File: src/design/ptsfp_pkg.sv
// Package for the pan-tilt status frame parser: frame layout constants
// and the header byte lookup. No dependencies.
package ptsfp_pkg;

  localparam logic [31:0] HEADER_WORD = 32'h535A_4859;
  localparam logic [7:0]  YAW_COMMAND = 8'h10;

  // Frame byte offsets
  localparam logic [3:0] POS_HUNT    = 4'd0;
  localparam logic [3:0] POS_BODY    = 4'd4;
  localparam logic [3:0] POS_COMMAND = 4'd5;
  localparam logic [3:0] POS_A_HIGH  = 4'd6;
  localparam logic [3:0] POS_A_LOW   = 4'd7;
  localparam logic [3:0] POS_B_HIGH  = 4'd8;
  localparam logic [3:0] POS_B_LOW   = 4'd9;
  localparam logic [3:0] POS_CHECK   = 4'd10;

  // Scan modes that allow a yaw update
  localparam logic [1:0] MODE_SWEEP = 2'd0;
  localparam logic [1:0] MODE_FAN   = 2'd1;

  function automatic logic [7:0] header_byte(input logic [1:0] idx);
    header_byte = HEADER_WORD[8*idx +: 8];
  endfunction

endpackage

File: src/design/pan_tilt_status_frame_parser.sv
// Pan-tilt status frame parser top level: byte-wise header hunt, field
// capture and checksum test. Depends on ptsfp_pkg.
// Usage:
//   Input channel (in_valid/in_ready, rx_byte): one received serial byte per
//   request. Hunt for the header 59 48 5A 53, then collect length, command,
//   two big-endian words and a checksum byte.
//   Output channel (out_valid/out_ready): one request per good frame with
//   command_code, word_a, word_b and yaw_update. Drop bad frames silently.
//   Config channel (cfg_valid/cfg_ready, pan_mode): write the scan mode;
//   cfg_ready is always high. Write it only while the parser is idle.
// Timing:
//   Take one byte per cycle, back to back, bar a stalled checksum byte. Show
//   a frame's result, registered, in the cycle after its checksum is taken.
// Reset (rst, synchronous, active high):
//   Return to the header hunt, clear the sum, set scan mode to sweep and
//   drop any pending result.
// Receiver stall:
//   Hold the result while out_ready is low. Bytes keep flowing until a
//   checksum byte arrives with the result register still full; only that
//   byte waits, since it is the one that can fill the register again.
module pan_tilt_status_frame_parser (
  input  logic        clk,
  input  logic        rst,
  input  logic        in_valid,
  output logic        in_ready,
  input  logic [7:0]  rx_byte,
  input  logic        cfg_valid,
  output logic        cfg_ready,
  input  logic [1:0]  pan_mode,
  output logic        out_valid,
  input  logic        out_ready,
  output logic [7:0]  command_code,
  output logic [15:0] word_a,
  output logic [15:0] word_b,
  output logic        yaw_update
);
  import ptsfp_pkg::*;

  // Parser state
  logic [3:0]  byte_position, byte_position_next;
  logic [7:0]  running_sum, running_sum_next;
  logic [7:0]  held_command, held_command_next;
  logic [15:0] held_word_a, held_word_a_next;
  logic [15:0] held_word_b, held_word_b_next;
  logic [1:0]  pan_mode_reg;

  logic [3:0] pos_eff;
  logic       in_fire;
  logic       frame_good;

  assign cfg_ready = 1'b1;

  // A position beyond the checksum cannot arise; treat it as hunting.
  assign pos_eff = (byte_position > POS_CHECK) ? POS_HUNT : byte_position;

  // Stall only the checksum byte while the result register is still full.
  assign in_ready = !(out_valid && !out_ready && (pos_eff == POS_CHECK));
  assign in_fire  = in_valid && in_ready;

  always_comb begin
    byte_position_next = byte_position;
    running_sum_next   = running_sum;
    held_command_next  = held_command;
    held_word_a_next   = held_word_a;
    held_word_b_next   = held_word_b;
    frame_good         = 1'b0;
    if (in_fire) begin
      if (pos_eff < POS_BODY) begin
        // Header hunt; a mismatching 0x59 restarts as a first header byte.
        if (rx_byte == header_byte(pos_eff[1:0])) begin
          running_sum_next   = ((pos_eff == POS_HUNT) ? 8'd0 : running_sum) + rx_byte;
          byte_position_next = pos_eff + 4'd1;
        end else if (rx_byte == header_byte(2'd0)) begin
          running_sum_next   = rx_byte;
          byte_position_next = 4'd1;
        end else begin
          running_sum_next   = 8'd0;
          byte_position_next = POS_HUNT;
        end
      end else if (pos_eff < POS_CHECK) begin
        // Body bytes: capture fields, advance the sum.
        case (pos_eff)
          POS_COMMAND: held_command_next = rx_byte;
          POS_A_HIGH:  held_word_a_next  = {rx_byte, held_word_a[7:0]};
          POS_A_LOW:   held_word_a_next  = {held_word_a[15:8], rx_byte};
          POS_B_HIGH:  held_word_b_next  = {rx_byte, held_word_b[7:0]};
          POS_B_LOW:   held_word_b_next  = {held_word_b[15:8], rx_byte};
          default:     ;
        endcase
        running_sum_next   = running_sum + rx_byte;
        byte_position_next = pos_eff + 4'd1;
      end else begin
        // Checksum byte: emit on match, restart the hunt either way.
        frame_good         = (rx_byte == running_sum);
        running_sum_next   = 8'd0;
        byte_position_next = POS_HUNT;
      end
    end
  end

  always_ff @(posedge clk) begin
    if (rst) begin
      byte_position <= POS_HUNT;
      running_sum   <= 8'd0;
      held_command  <= 8'd0;
      held_word_a   <= 16'd0;
      held_word_b   <= 16'd0;
      pan_mode_reg  <= MODE_SWEEP;
    end else begin
      byte_position <= byte_position_next;
      running_sum   <= running_sum_next;
      held_command  <= held_command_next;
      held_word_a   <= held_word_a_next;
      held_word_b   <= held_word_b_next;
      if (cfg_valid && cfg_ready) begin
        pan_mode_reg <= pan_mode;
      end
    end
  end

  // Result register: load on a good frame, drop valid once taken.
  always_ff @(posedge clk) begin
    if (rst) begin
      out_valid <= 1'b0;
    end else if (frame_good) begin
      out_valid <= 1'b1;
    end else if (out_ready) begin
      out_valid <= 1'b0;
    end
  end

  always_ff @(posedge clk) begin
    if (frame_good) begin
      command_code <= held_command;
      word_a       <= held_word_a;
      word_b       <= held_word_b;
      yaw_update   <= (held_command == YAW_COMMAND) &&
                      ((pan_mode_reg == MODE_SWEEP) || (pan_mode_reg == MODE_FAN));
    end
  end

endmodule

File: config.mk
export PLATFORM = sky130hd
export DESIGN_NAME = pan_tilt_status_frame_parser
export DESIGN_NICKNAME = d
export VERILOG_FILES = /design/src/design/ptsfp_pkg.sv /design/src/design/pan_tilt_status_frame_parser.sv
export SDC_FILE = /design/constraint.sdc
export NUM_CORES = 1
export LEC_CHECK = 0
export BUFFER_PORTS_ARGS = -buffer_cell sky130_fd_sc_hd__buf_2
export CAP_MARGIN = 10
export CORE_UTILIZATION = 40
export CTS_CLUSTER_DIAMETER = 100
export CTS_CLUSTER_SIZE = 10
export DETAILED_ROUTE_END_ITERATION = 10
export PLACE_DENSITY_LB_ADDON = 0.2
export SLEW_MARGIN = 20
export SYNTH_ARGS = -nofsm -noshare
export SYNTH_HDL_FRONTEND = slang
export SYNTH_SLANG_ARGS = --single-unit
File: constraint.sdc
create_clock -name clk -period 6.3 [get_ports clk]
set_clock_uncertainty 0.05 [all_clocks]
set_input_delay 1.89 -clock clk [delete_from_list [all_inputs] [get_ports clk]]
set_output_delay 1.89 -clock clk [all_outputs]
set_load 0.02 [all_outputs]
[After elaboration in Yosys (flattened, before gate mapping)]
Index checks and enable logic that the tools add are counted.
Word-level totals
  output and inout port bits: 44
  word-level logic and storage cells: 68
  register bits: 96
  input port bits: 15
Operators by class
  multiplexer cells: 17
  shift operators: 1
  bitwise gates (word level): 5
  equal/unequal tests: 11
  reduce and logical (&&, ||, !) cells: 15
  magnitude comparators: 3
  add/subtract/negate cells: 3
Operators by type and width (count)
  one-hot mux 16 bit (2 select lines): 2
  two-way mux 8 bit: 5
  indexed part select 32 x 6 -> 8 bit (first input constant): 1
  AND reduction 5 bit: 4
  adder 8 bit: 2
  equality test 8 bit: 2
  two-way mux 4 bit: 4
  equality test 4 x 3 -> 1 bit (second input constant): 3
  equality test 4 bit (second input constant): 3
  equality test 8 x 5 -> 1 bit (second input constant): 1
  equality test 8 x 7 -> 1 bit (second input constant): 1
  two-way mux 1 bit: 6
  inverter 1 bit: 5
  adder 4 x 1 -> 4 bit (second input constant): 1
  > comparator 4 bit (second input constant): 1
  logical AND 1 bit: 4
  logical NOT 4 bit: 1
  less-than comparator 4 x 3 -> 1 bit (second input constant): 1
  less-than comparator 4 bit (second input constant): 1
  AND reduction 4 bit: 1
  equality test 2 x 1 -> 1 bit (second input constant): 1
  logical NOT 1 bit: 2
  logical NOT 2 bit: 1
  nonzero test 2 bit: 1
  logical OR 1 bit: 1

[Depth between registers and ports, before layout]
Gate-level depths: netlist of run 1.
  word-level depth: 8
  gate-level depth with buffers: 16
  mapped depth without buffers: 15

[Worst setup path before layout of run 1]
No wires, ideal clock.
  kind: input -> register
  from: in rx_byte[7]
  to: reg command_code[0] (enable)
  data required time: 5.809 ns
  path buffers: 1
  stages: 6
  data arrival time: 4.474 ns
  path slack: 1.335 ns
  setup time: 0.441 ns
  cell sequence: buf_6 > and2b_1 > or2_2 > nor4_1 > nand3_1 > nor2_1
On the way
  word-level cells in the longest chain between the ends: 4
RTL lines
  from (decl): RTL line pan_tilt_status_frame_parser.sv:26  | input logic [7:0] rx_byte,
  equality test 8 bit: RTL line pan_tilt_status_frame_parser.sv:94  | frame_good = (rx_byte == running_sum);
  two-way mux 1 bit: RTL line pan_tilt_status_frame_parser.sv:80  | end else if (pos_eff < POS_CHECK) begin
  two-way mux 1 bit: RTL line pan_tilt_status_frame_parser.sv:68  | if (pos_eff < POS_BODY) begin
  two-way mux 1 bit: RTL line pan_tilt_status_frame_parser.sv:67  | if (in_fire) begin
  via frame_good: RTL line pan_tilt_status_frame_parser.sv:49  | logic frame_good;
  to (signal assigned): RTL line pan_tilt_status_frame_parser.sv:134  | command_code <= held_command;
  to (decl): RTL line pan_tilt_status_frame_parser.sv:32  | output logic [7:0] command_code,
The timed path passes the listed nets, and every way through them passes these cells.
A chain may end at the register's enable or synchronous reset.

[Worst setup path after layout of run 1]
  from: in out_ready
  to: out in_ready
On the way
  word-level cells in the longest chain between the ends: 4
RTL lines
  from (decl): RTL line pan_tilt_status_frame_parser.sv:31  | input logic out_ready,
  logical NOT 1 bit: RTL line pan_tilt_status_frame_parser.sv:57  | assign in_ready = !(out_valid && !out_ready && (pos_eff == POS_CHECK));
  logical AND 1 bit (2 in series): RTL line pan_tilt_status_frame_parser.sv:57
  logical NOT 1 bit: RTL line pan_tilt_status_frame_parser.sv:57
  to (decl): RTL line pan_tilt_status_frame_parser.sv:25  | output logic in_ready,
No other way between the ends.

==> impl_metrics.csv, run 1 <==
group,metric,value,unit
floorplanning,floorplan.io_pins,59,
critical_path,crit_fanout,3,
clock_tree,clock_sink_count,95,
logic_synthesis,synthCells,392,
logic_synthesis,synth_top_cells_by_area,"sky130_fd_sc_hd__edfxtp_1, sky130_fd_sc_hd__dfxtp_1, sky130_fd_sc_hd__ha_1, sky130_fd_sc_hd__mux2i_1, sky130_fd_sc_hd__nor2_1",
clock_tree,post_cts.repair.setup_buffers,0,
placed_design,routabilityCongestion,0.8211,
clock_tree,clk_transition_reported_paths,0.08,ns
timing,max_freq,0.2295,GHz
timing,setup_total_negative_slack,0,ns
placed_design,buffer_ports.inserted,56,
detailed_routing,detail_route.drc_violations,0,
logic_synthesis,syn_avg_cell_area,10.69,um^2
detailed_routing,drt-vias-per-instance,5.000,
timing,timing.max_slew.rel_slack,0.2956,
grt,overflow,0,
final_layout,num-nets-final,478,
floorplanning,die_h,104.4,um
timing,timing.final.crit_share,0.6917,
power_and_ir_drop,p_total,1.108,mW
clock_tree,tritoncts,"built",
detailed_routing,post_drt_wl_per_cell,15.04,um
critical_path,timing_worst_setup_path_type,"input port to output port",
logic_synthesis,seq_area_frac_synth,0.5516,
timing,timing.final.crit_period,4.357,ns
grt,antenna_found_initial,0,
timing,timing.final.ws_setup,1.943,ns
logic_synthesis,ys_warn_count,0,
final_layout,share_of_layout_cells_above_drive_strength_1,0.1745,
critical_path,timing.critical_path.arrival,2.42,ns
critical_path,worst_setup_path_start_kind,"input port",
logic_synthesis,mappedNetlistArea,0.004192,mm^2
critical_path,worst_ep_required_time,4.36,ns
final_layout,synthToLayoutAreaGrowth,14.12,%
grt,grt_pass1_vias,2902,
logic_synthesis,synth-main-ff-cell,"sky130_fd_sc_hd__dfxtp_1",
floorplanning,fp.dieW,104.4,um
clock_tree,number_of_clock_buffers_inserted_by_tritoncts,9,
detailed_routing,via_count,2915,
grt,grt_start_max_net_pins,55,
logic_synthesis,synth.ff_latch_count,95,
critical_path,critical_path.endpoint_type,"output port",
placed_design,dpl_worst_slack,1.925,ns
clock_tree,cts_root_buf,"sky130_fd_sc_hd__clkbuf_8",
floorplanning,placeableCoreArea,0.01023,mm^2
placed_design,place_hpwl,5821,um
power_and_ir_drop,p_leak,2.033,nW
logic_synthesis,number_of_enable_flip_flop_cells_after_synthesis,41,
floorplanning,initial_utilization,0.4097,
logic_synthesis,post-synth-top-area-fraction,0.2937,
detailed_routing,finalWirelength,8771,um
power_and_ir_drop,powerDensity,231.6,mW/mm^2
flow_run,maxCapViolations,0,
clock_tree,insertion_delay,0.36,ns
detailed_routing,dr.first_iter.drc_count,106,
timing,grt_setup_unrepaired,"no",
grt,global_route.usage.total,0.1718,
min_path,min-delay-path-class,"flop to flop",
final_layout,antenna_cells,0,
detailed_routing,ant_nets,0,
logic_synthesis,yosys-top-cells-count,"sky130_fd_sc_hd__dfxtp_1, sky130_fd_sc_hd__nor2_1, sky130_fd_sc_hd__edfxtp_1",
clock_tree,cts-root-to-sink-buffers,2,
timing,tightestPinTransition,1.057,ns
logic_synthesis,synth_nets,428,
floorplanning,num_rows,37,
power_and_ir_drop,vdd_ir_drop_max,0.08035,mV
clock_tree,cts_htree_levels,3,
grt,grt_first_pass_wirelength,14500,um
clock_tree,holdBufCountCts,0,
timing,setup_viol,0,
logic_synthesis,post-synth-top-count-cell,"sky130_fd_sc_hd__dfxtp_1",
status,status,"finished, final reports clean",
logic_synthesis,synthDistinctLibCells,52,
logic_synthesis,cell_taking_the_most_area_after_synthesis,"sky130_fd_sc_hd__edfxtp_1",
clock_tree,cts_resized,0,
logic_synthesis,async_reset_ff_frac,0,
floorplanning,fp.dieArea,0.01089,mm^2
timing,finalMaxSlewViolations,0,
detailed_routing,detailedRoute.firstPassIterationCount,5,
timing,hold_viol,0,
[power breakdown]
| group | internal (mW) | total [mW] | leakage (nW) | switching [mW] |
|---|---|---|---|---|
| Sequential | 0.639 | 0.641 | 0.875 | 0.00213 |
| Clock | 0.205 | 0.406 | 0.0996 | 0.201 |
| Combinational | 0.0209 | 0.0610 | 1.06 | 0.0401 |
[metrics by stage]
step | area [um^2] | cells | util | hold slack, ns
3_5_place_dp | 4582 | 567 | 0.4478 | 0.3645
4_1_cts | 4783 | 583 | 0.4675 | 0.3856
2_1_floorplan | 4192 | 392 | - | 0.3576
6_report | 4783 | 583 | 0.4675 | 0.3829
5_1_grt | 4783 | 583 | 0.4675 | 0.3958
3_3_place_gp | 4582 | 567 | 0.4478 | 0.3652
[cell type report]
| cell class | count | area (um^2) |
|---|---|---|
| fill | 977 | 5448 |
| sequential | 95 | 2312 |
| multi-input combinational | 268 | 1767 |
| timing repair buffer | 58 | 295.3 |
| tap | 136 | 170.2 |
| clock buffer | 13 | 158.9 |
| clock inverter | 3 | 42.54 |
| inverter | 10 | 37.54 |
[cells in the final DEF (no fill, tap or decap), types with 2 or more instances in the layout]
cell and instances:
sky130_fd_sc_hd__buf_2 56, sky130_fd_sc_hd__dfxtp_1 54, sky130_fd_sc_hd__nor2_1 43, sky130_fd_sc_hd__edfxtp_1 41, sky130_fd_sc_hd__nand2_1 40, sky130_fd_sc_hd__a21oi_1 31
sky130_fd_sc_hd__mux2i_1 23, sky130_fd_sc_hd__ha_1 19, sky130_fd_sc_hd__nand3_1 16, sky130_fd_sc_hd__clkbuf_8 11, sky130_fd_sc_hd__inv_1 10, sky130_fd_sc_hd__xnor2_1 9
sky130_fd_sc_hd__and2_1 7, sky130_fd_sc_hd__nor2b_1 6, sky130_fd_sc_hd__o21ai_0 6, sky130_fd_sc_hd__xor2_1 5, sky130_fd_sc_hd__nor3_1 5, sky130_fd_sc_hd__a221oi_1 4
sky130_fd_sc_hd__a22oi_1 4, sky130_fd_sc_hd__a211oi_1 4, sky130_fd_sc_hd__nor4_1 3, sky130_fd_sc_hd__and3_1 3, sky130_fd_sc_hd__nand3b_1 3, sky130_fd_sc_hd__o21ai_1 2
sky130_fd_sc_hd__o2111ai_1 2, sky130_fd_sc_hd__o211ai_1 2, sky130_fd_sc_hd__nor3b_1 2, sky130_fd_sc_hd__nand4_1 2, sky130_fd_sc_hd__o31a_1 2, sky130_fd_sc_hd__o21a_1 2
sky130_fd_sc_hd__nand2b_1 2, sky130_fd_sc_hd__fa_1 2, sky130_fd_sc_hd__clkbuf_1 2, sky130_fd_sc_hd__buf_4 2
[worst max-delay path, cell delays in order]
cell,delay (ns)
sky130_fd_sc_hd__buf_2,0.09
sky130_fd_sc_hd__nor2b_1,0.17
sky130_fd_sc_hd__nand2_1,0.10
sky130_fd_sc_hd__buf_2,0.16
[kinds of logic (layout without fill, tap and decap cells)]
| kind of cell | after synthesis | after routing | synth area share |
|---|---|---|---|
| DFF | 95 | 95 | 0.5516 |
| and+or+nand+nor | 142 | 142 | 0.1672 |
| AOI/OAI and AO/OA | 66 | 66 | 0.09851 |
| adders and majority gates | 21 | 21 | 0.06627 |
| buffers and inverters | 29 | 84 | 0.02866 |
| other | 1 | 1 | 0.0008947 |
| xor gates and xnor gates | 14 | 14 | 0.02925 |
| muxes | 24 | 24 | 0.05761 |
[final timing paths]
kind	startpoint	endpoint	slack, ns	cells past startpoint
max reg2reg	byte_position[1]	running_sum[6]	2.95	15
max	out_ready	in_ready	1.94	4
min	held_word_a[0]	word_a[0]	0.38	0
min reg2reg	held_word_a[0]	word_a[0]	0.38	0
[routing by layer]
metal	GRT usage	wire, um	share of wire	up-vias
li1	-	-	-	1487
met1	0.2320	4224	0.48	1352
met2	0.2715	4053	0.46	68
met3	0.03195	411	0.047	8
met4	0.06735	81	0.0092	0
met5	0	0	0	-
Note: power is estimated with default switching activity, not from simulation.
==> run 2, diff against run 1 <==
Clock period 6.3 ns to 3.6 ns, I/O delays scaled along.
==> run 2 against run 1 <==
Effect of this change:
- combinational power increased by 84%
- clock power grew 70%
- critical path type is now flop to flop
- die area unchanged
- via count is 2.4% higher
- final cell count rose by 1.5%
- routed wire length grew 2.4%
- sequential cell count is the same
- sequential power grew 75%
- sequential share of layout area is 0.57 points lower
- worst hold slack about the same
- critical endpoint is now running_sum[6]
- total power grew 74%
==> impl_metrics.csv, run 2 (synthesized netlist as in run 1, its figures left out) <==
group,metric,value,unit
detailed_routing,post_drt_wl_per_cell,15.17,um
floorplanning,die_h,104.4,um
detailed_routing,finalWirelength,8983,um
grt,global_route.usage.met1,0.2348,
detailed_routing,drt-vias-per-instance,5.044,
status,status,"finished, final reports clean",
grt,grtUsageMet2,0.2763,
power_and_ir_drop,vdd_ir_drop_max,0.1663,mV
min_path,worst_hold_startpoint,"held_word_b[3]",
clock_tree,tritoncts,"built",
critical_path,cp_cell_sequence,"o21ai_0 -> nand2_1 -> ha_1 -> inv_1 -> a211o_2 -> and2_1 -> ha_1 -> inv_1 -> fa_1 -> nor2b_1 -> o31a_1 -> o21a_1 -> o21ai_0 -> nand3b_1 -> a311oi_1",
min_path,min-delay-path-class,"flop to flop",
grt,global_route.peak_usage_layer,"met2",
timing,timing.final.crit_period,3.269,ns
timing,finalMaxSlewViolations,0,
grt,antenna_found_initial,0,
detailed_routing,detail_route.drc_violations,0,
power_and_ir_drop,p_leak,2.137,nW
floorplanning,initial_utilization,0.4097,
critical_path,timing_worst_setup_path_type,"flop to flop",
grt,global_route.usage.total,0.1768,
final_layout,layout.cells.most_common,"sky130_fd_sc_hd__buf_2",
critical_path,critical_path.endpoint_type,"flop",
final_layout,mostFrequentLayoutCells,"sky130_fd_sc_hd__buf_2, sky130_fd_sc_hd__dfxtp_1, sky130_fd_sc_hd__nor2_1",
detailed_routing,detailedRoute.firstPassIterationCount,4,
clock_tree,cts_htree_levels,3,
flow_run,maxCapViolations,0,
timing,hold_viol,0,
power_and_ir_drop,powerDensity,397.6,mW/mm^2
placed_design,dpl_worst_slack,0.3417,ns
clock_tree,number_of_clock_buffers_inserted_by_tritoncts,9,
grt,grt_pass1_vias,2840,
grt,grt_start_max_net_pins,55,
critical_path,rr_endpoint,"running_sum[6]",
floorplanning,placeableCoreArea,0.01023,mm^2
critical_path,worst-r2r-cell-count,15,
placed_design,routabilityCongestion,0.8841,
detailed_routing,ant_nets,0,
floorplanning,num_rows,37,
min_path,timing.hold.worst_endpoint,"word_b[3]",
clock_tree,clock_sink_count,95,
timing,timing.final.ws_setup,0.3305,ns
grt,met3_usage,0.04135,
timing,timing.max_slew.rel_slack,0.3170,
critical_path,reg2reg_slack,0.33,ns
critical_path,worst_ep_required_time,3.82,ns
critical_path,worst_setup_path_start_kind,"flop",
clock_tree,cts-root-to-sink-buffers,2,
critical_path,crit_fanout,9,
placed_design,dp_cells,576,
critical_path,reg2reg_from,"byte_position[1]",
final_layout,share_of_layout_cells_above_drive_strength_1,0.1908,
critical_path,timing.critical_path.arrival,3.49,ns
clock_tree,cts_root_buf,"sky130_fd_sc_hd__clkbuf_8",
timing,tightestPinTransition,1.025,ns
detailed_routing,via_count,2986,
grt,grt_first_pass_wirelength,14610,um
floorplanning,floorplan.io_pins,59,
critical_path,slowest_stage,"sky130_fd_sc_hd__dfxtp_1",
final_layout,synthToLayoutAreaGrowth,15.55,%
clock_tree,holdBufCountCts,0,
timing,hold-worst-slack,0.3825,ns
detailed_routing,dr.first_iter.drc_count,147,
timing,max_freq,0.3059,GHz
placed_design,place_hpwl,6168,um
timing,timing.final.crit_share,0.9082,
final_layout,num-nets-final,487,
floorplanning,fp.dieArea,0.01089,mm^2
placed_design,buffer_ports.inserted,56,
grt,overflow,0,
clock_tree,post_cts.repair.setup_buffers,0,
clock_tree,clk_transition_reported_paths,0.09,ns
floorplanning,fp.dieW,104.4,um
timing,grt_setup_unrepaired,"no",
timing,setup_total_negative_slack,0,ns
final_layout,antenna_cells,0,
final_layout,finalNonFillerCells,592,
min_path,min_delay_path_depth,0,
critical_path,timing.critical_path.slowest_cell_delay,0.47,ns
timing,setup_viol,0,
clock_tree,insertion_delay,0.36,ns
## run 2: worst max-delay path by stage
stage                      from              end  slack [ns]  depth (start not counted)
2_1_floorplan        rx_byte[7]  command_code[0]        0.13                          6
3_3_place_gp         rx_byte[2]   running_sum[3]        0.35                          7
3_5_place_dp         rx_byte[2]   running_sum[4]        0.34                          7
4_1_cts        byte_position[3]   running_sum[6]        0.32                         15
5_1_grt        byte_position[3]   running_sum[6]       0.003                         15
6_report       byte_position[1]   running_sum[6]        0.33                         15
## run 2: critical path, delay by kind of cell (launching register included)
kind / cells / cell delay [ns]
adders and majority gates: 3 / 0.64
and+or+nand+nor: 4 / 0.52
DFF: 1 / 0.47
buffers and inverters: 2 / 0.14
AOI/OAI and AO/OA: 6 / 1.36
## run 2: layout make-up
cell class | instances | area, um^2
Fill cell | 977 | 5388
Sequential cell | 95 | 2313
Multi-Input combinational cell | 268 | 1768
Timing Repair Buffer | 67 | 362.8
Tap cell | 136 | 170.2
Clock buffer | 13 | 148.9
Clock inverter | 3 | 42.54
Inverter | 10 | 37.54
## run 2: per-layer routing
metal / vias up / routed length (um)
met1: 1401 / 4119
met4: 0 / 169
met3: 11 / 439
met5: - / 0
li1: 1514 / -
met2: 60 / 4255
## run 2: repair_timing
item | CTS | global route
hold endpoints to repair | 0 | 0
resized for setup | 0 | 2
setup endpoints to repair | 0 | 1
## run 2: through the flow
step                  util  cell area (um^2)  power [mW]
floorplan                -              4194       1.219
CTS                 0.4732              4841       1.948
global route        0.4734              4843       2.003
global placement    0.4544              4649       1.257
detailed placement  0.4544              4649       1.258
finish              0.4734              4843       1.926
## run 2: power by group
part           switching [mW]  leakage, nW  internal (mW)
clock network           0.352       0.0953          0.340
logic                  0.0707         1.13         0.0409
registers             0.00418        0.914           1.12
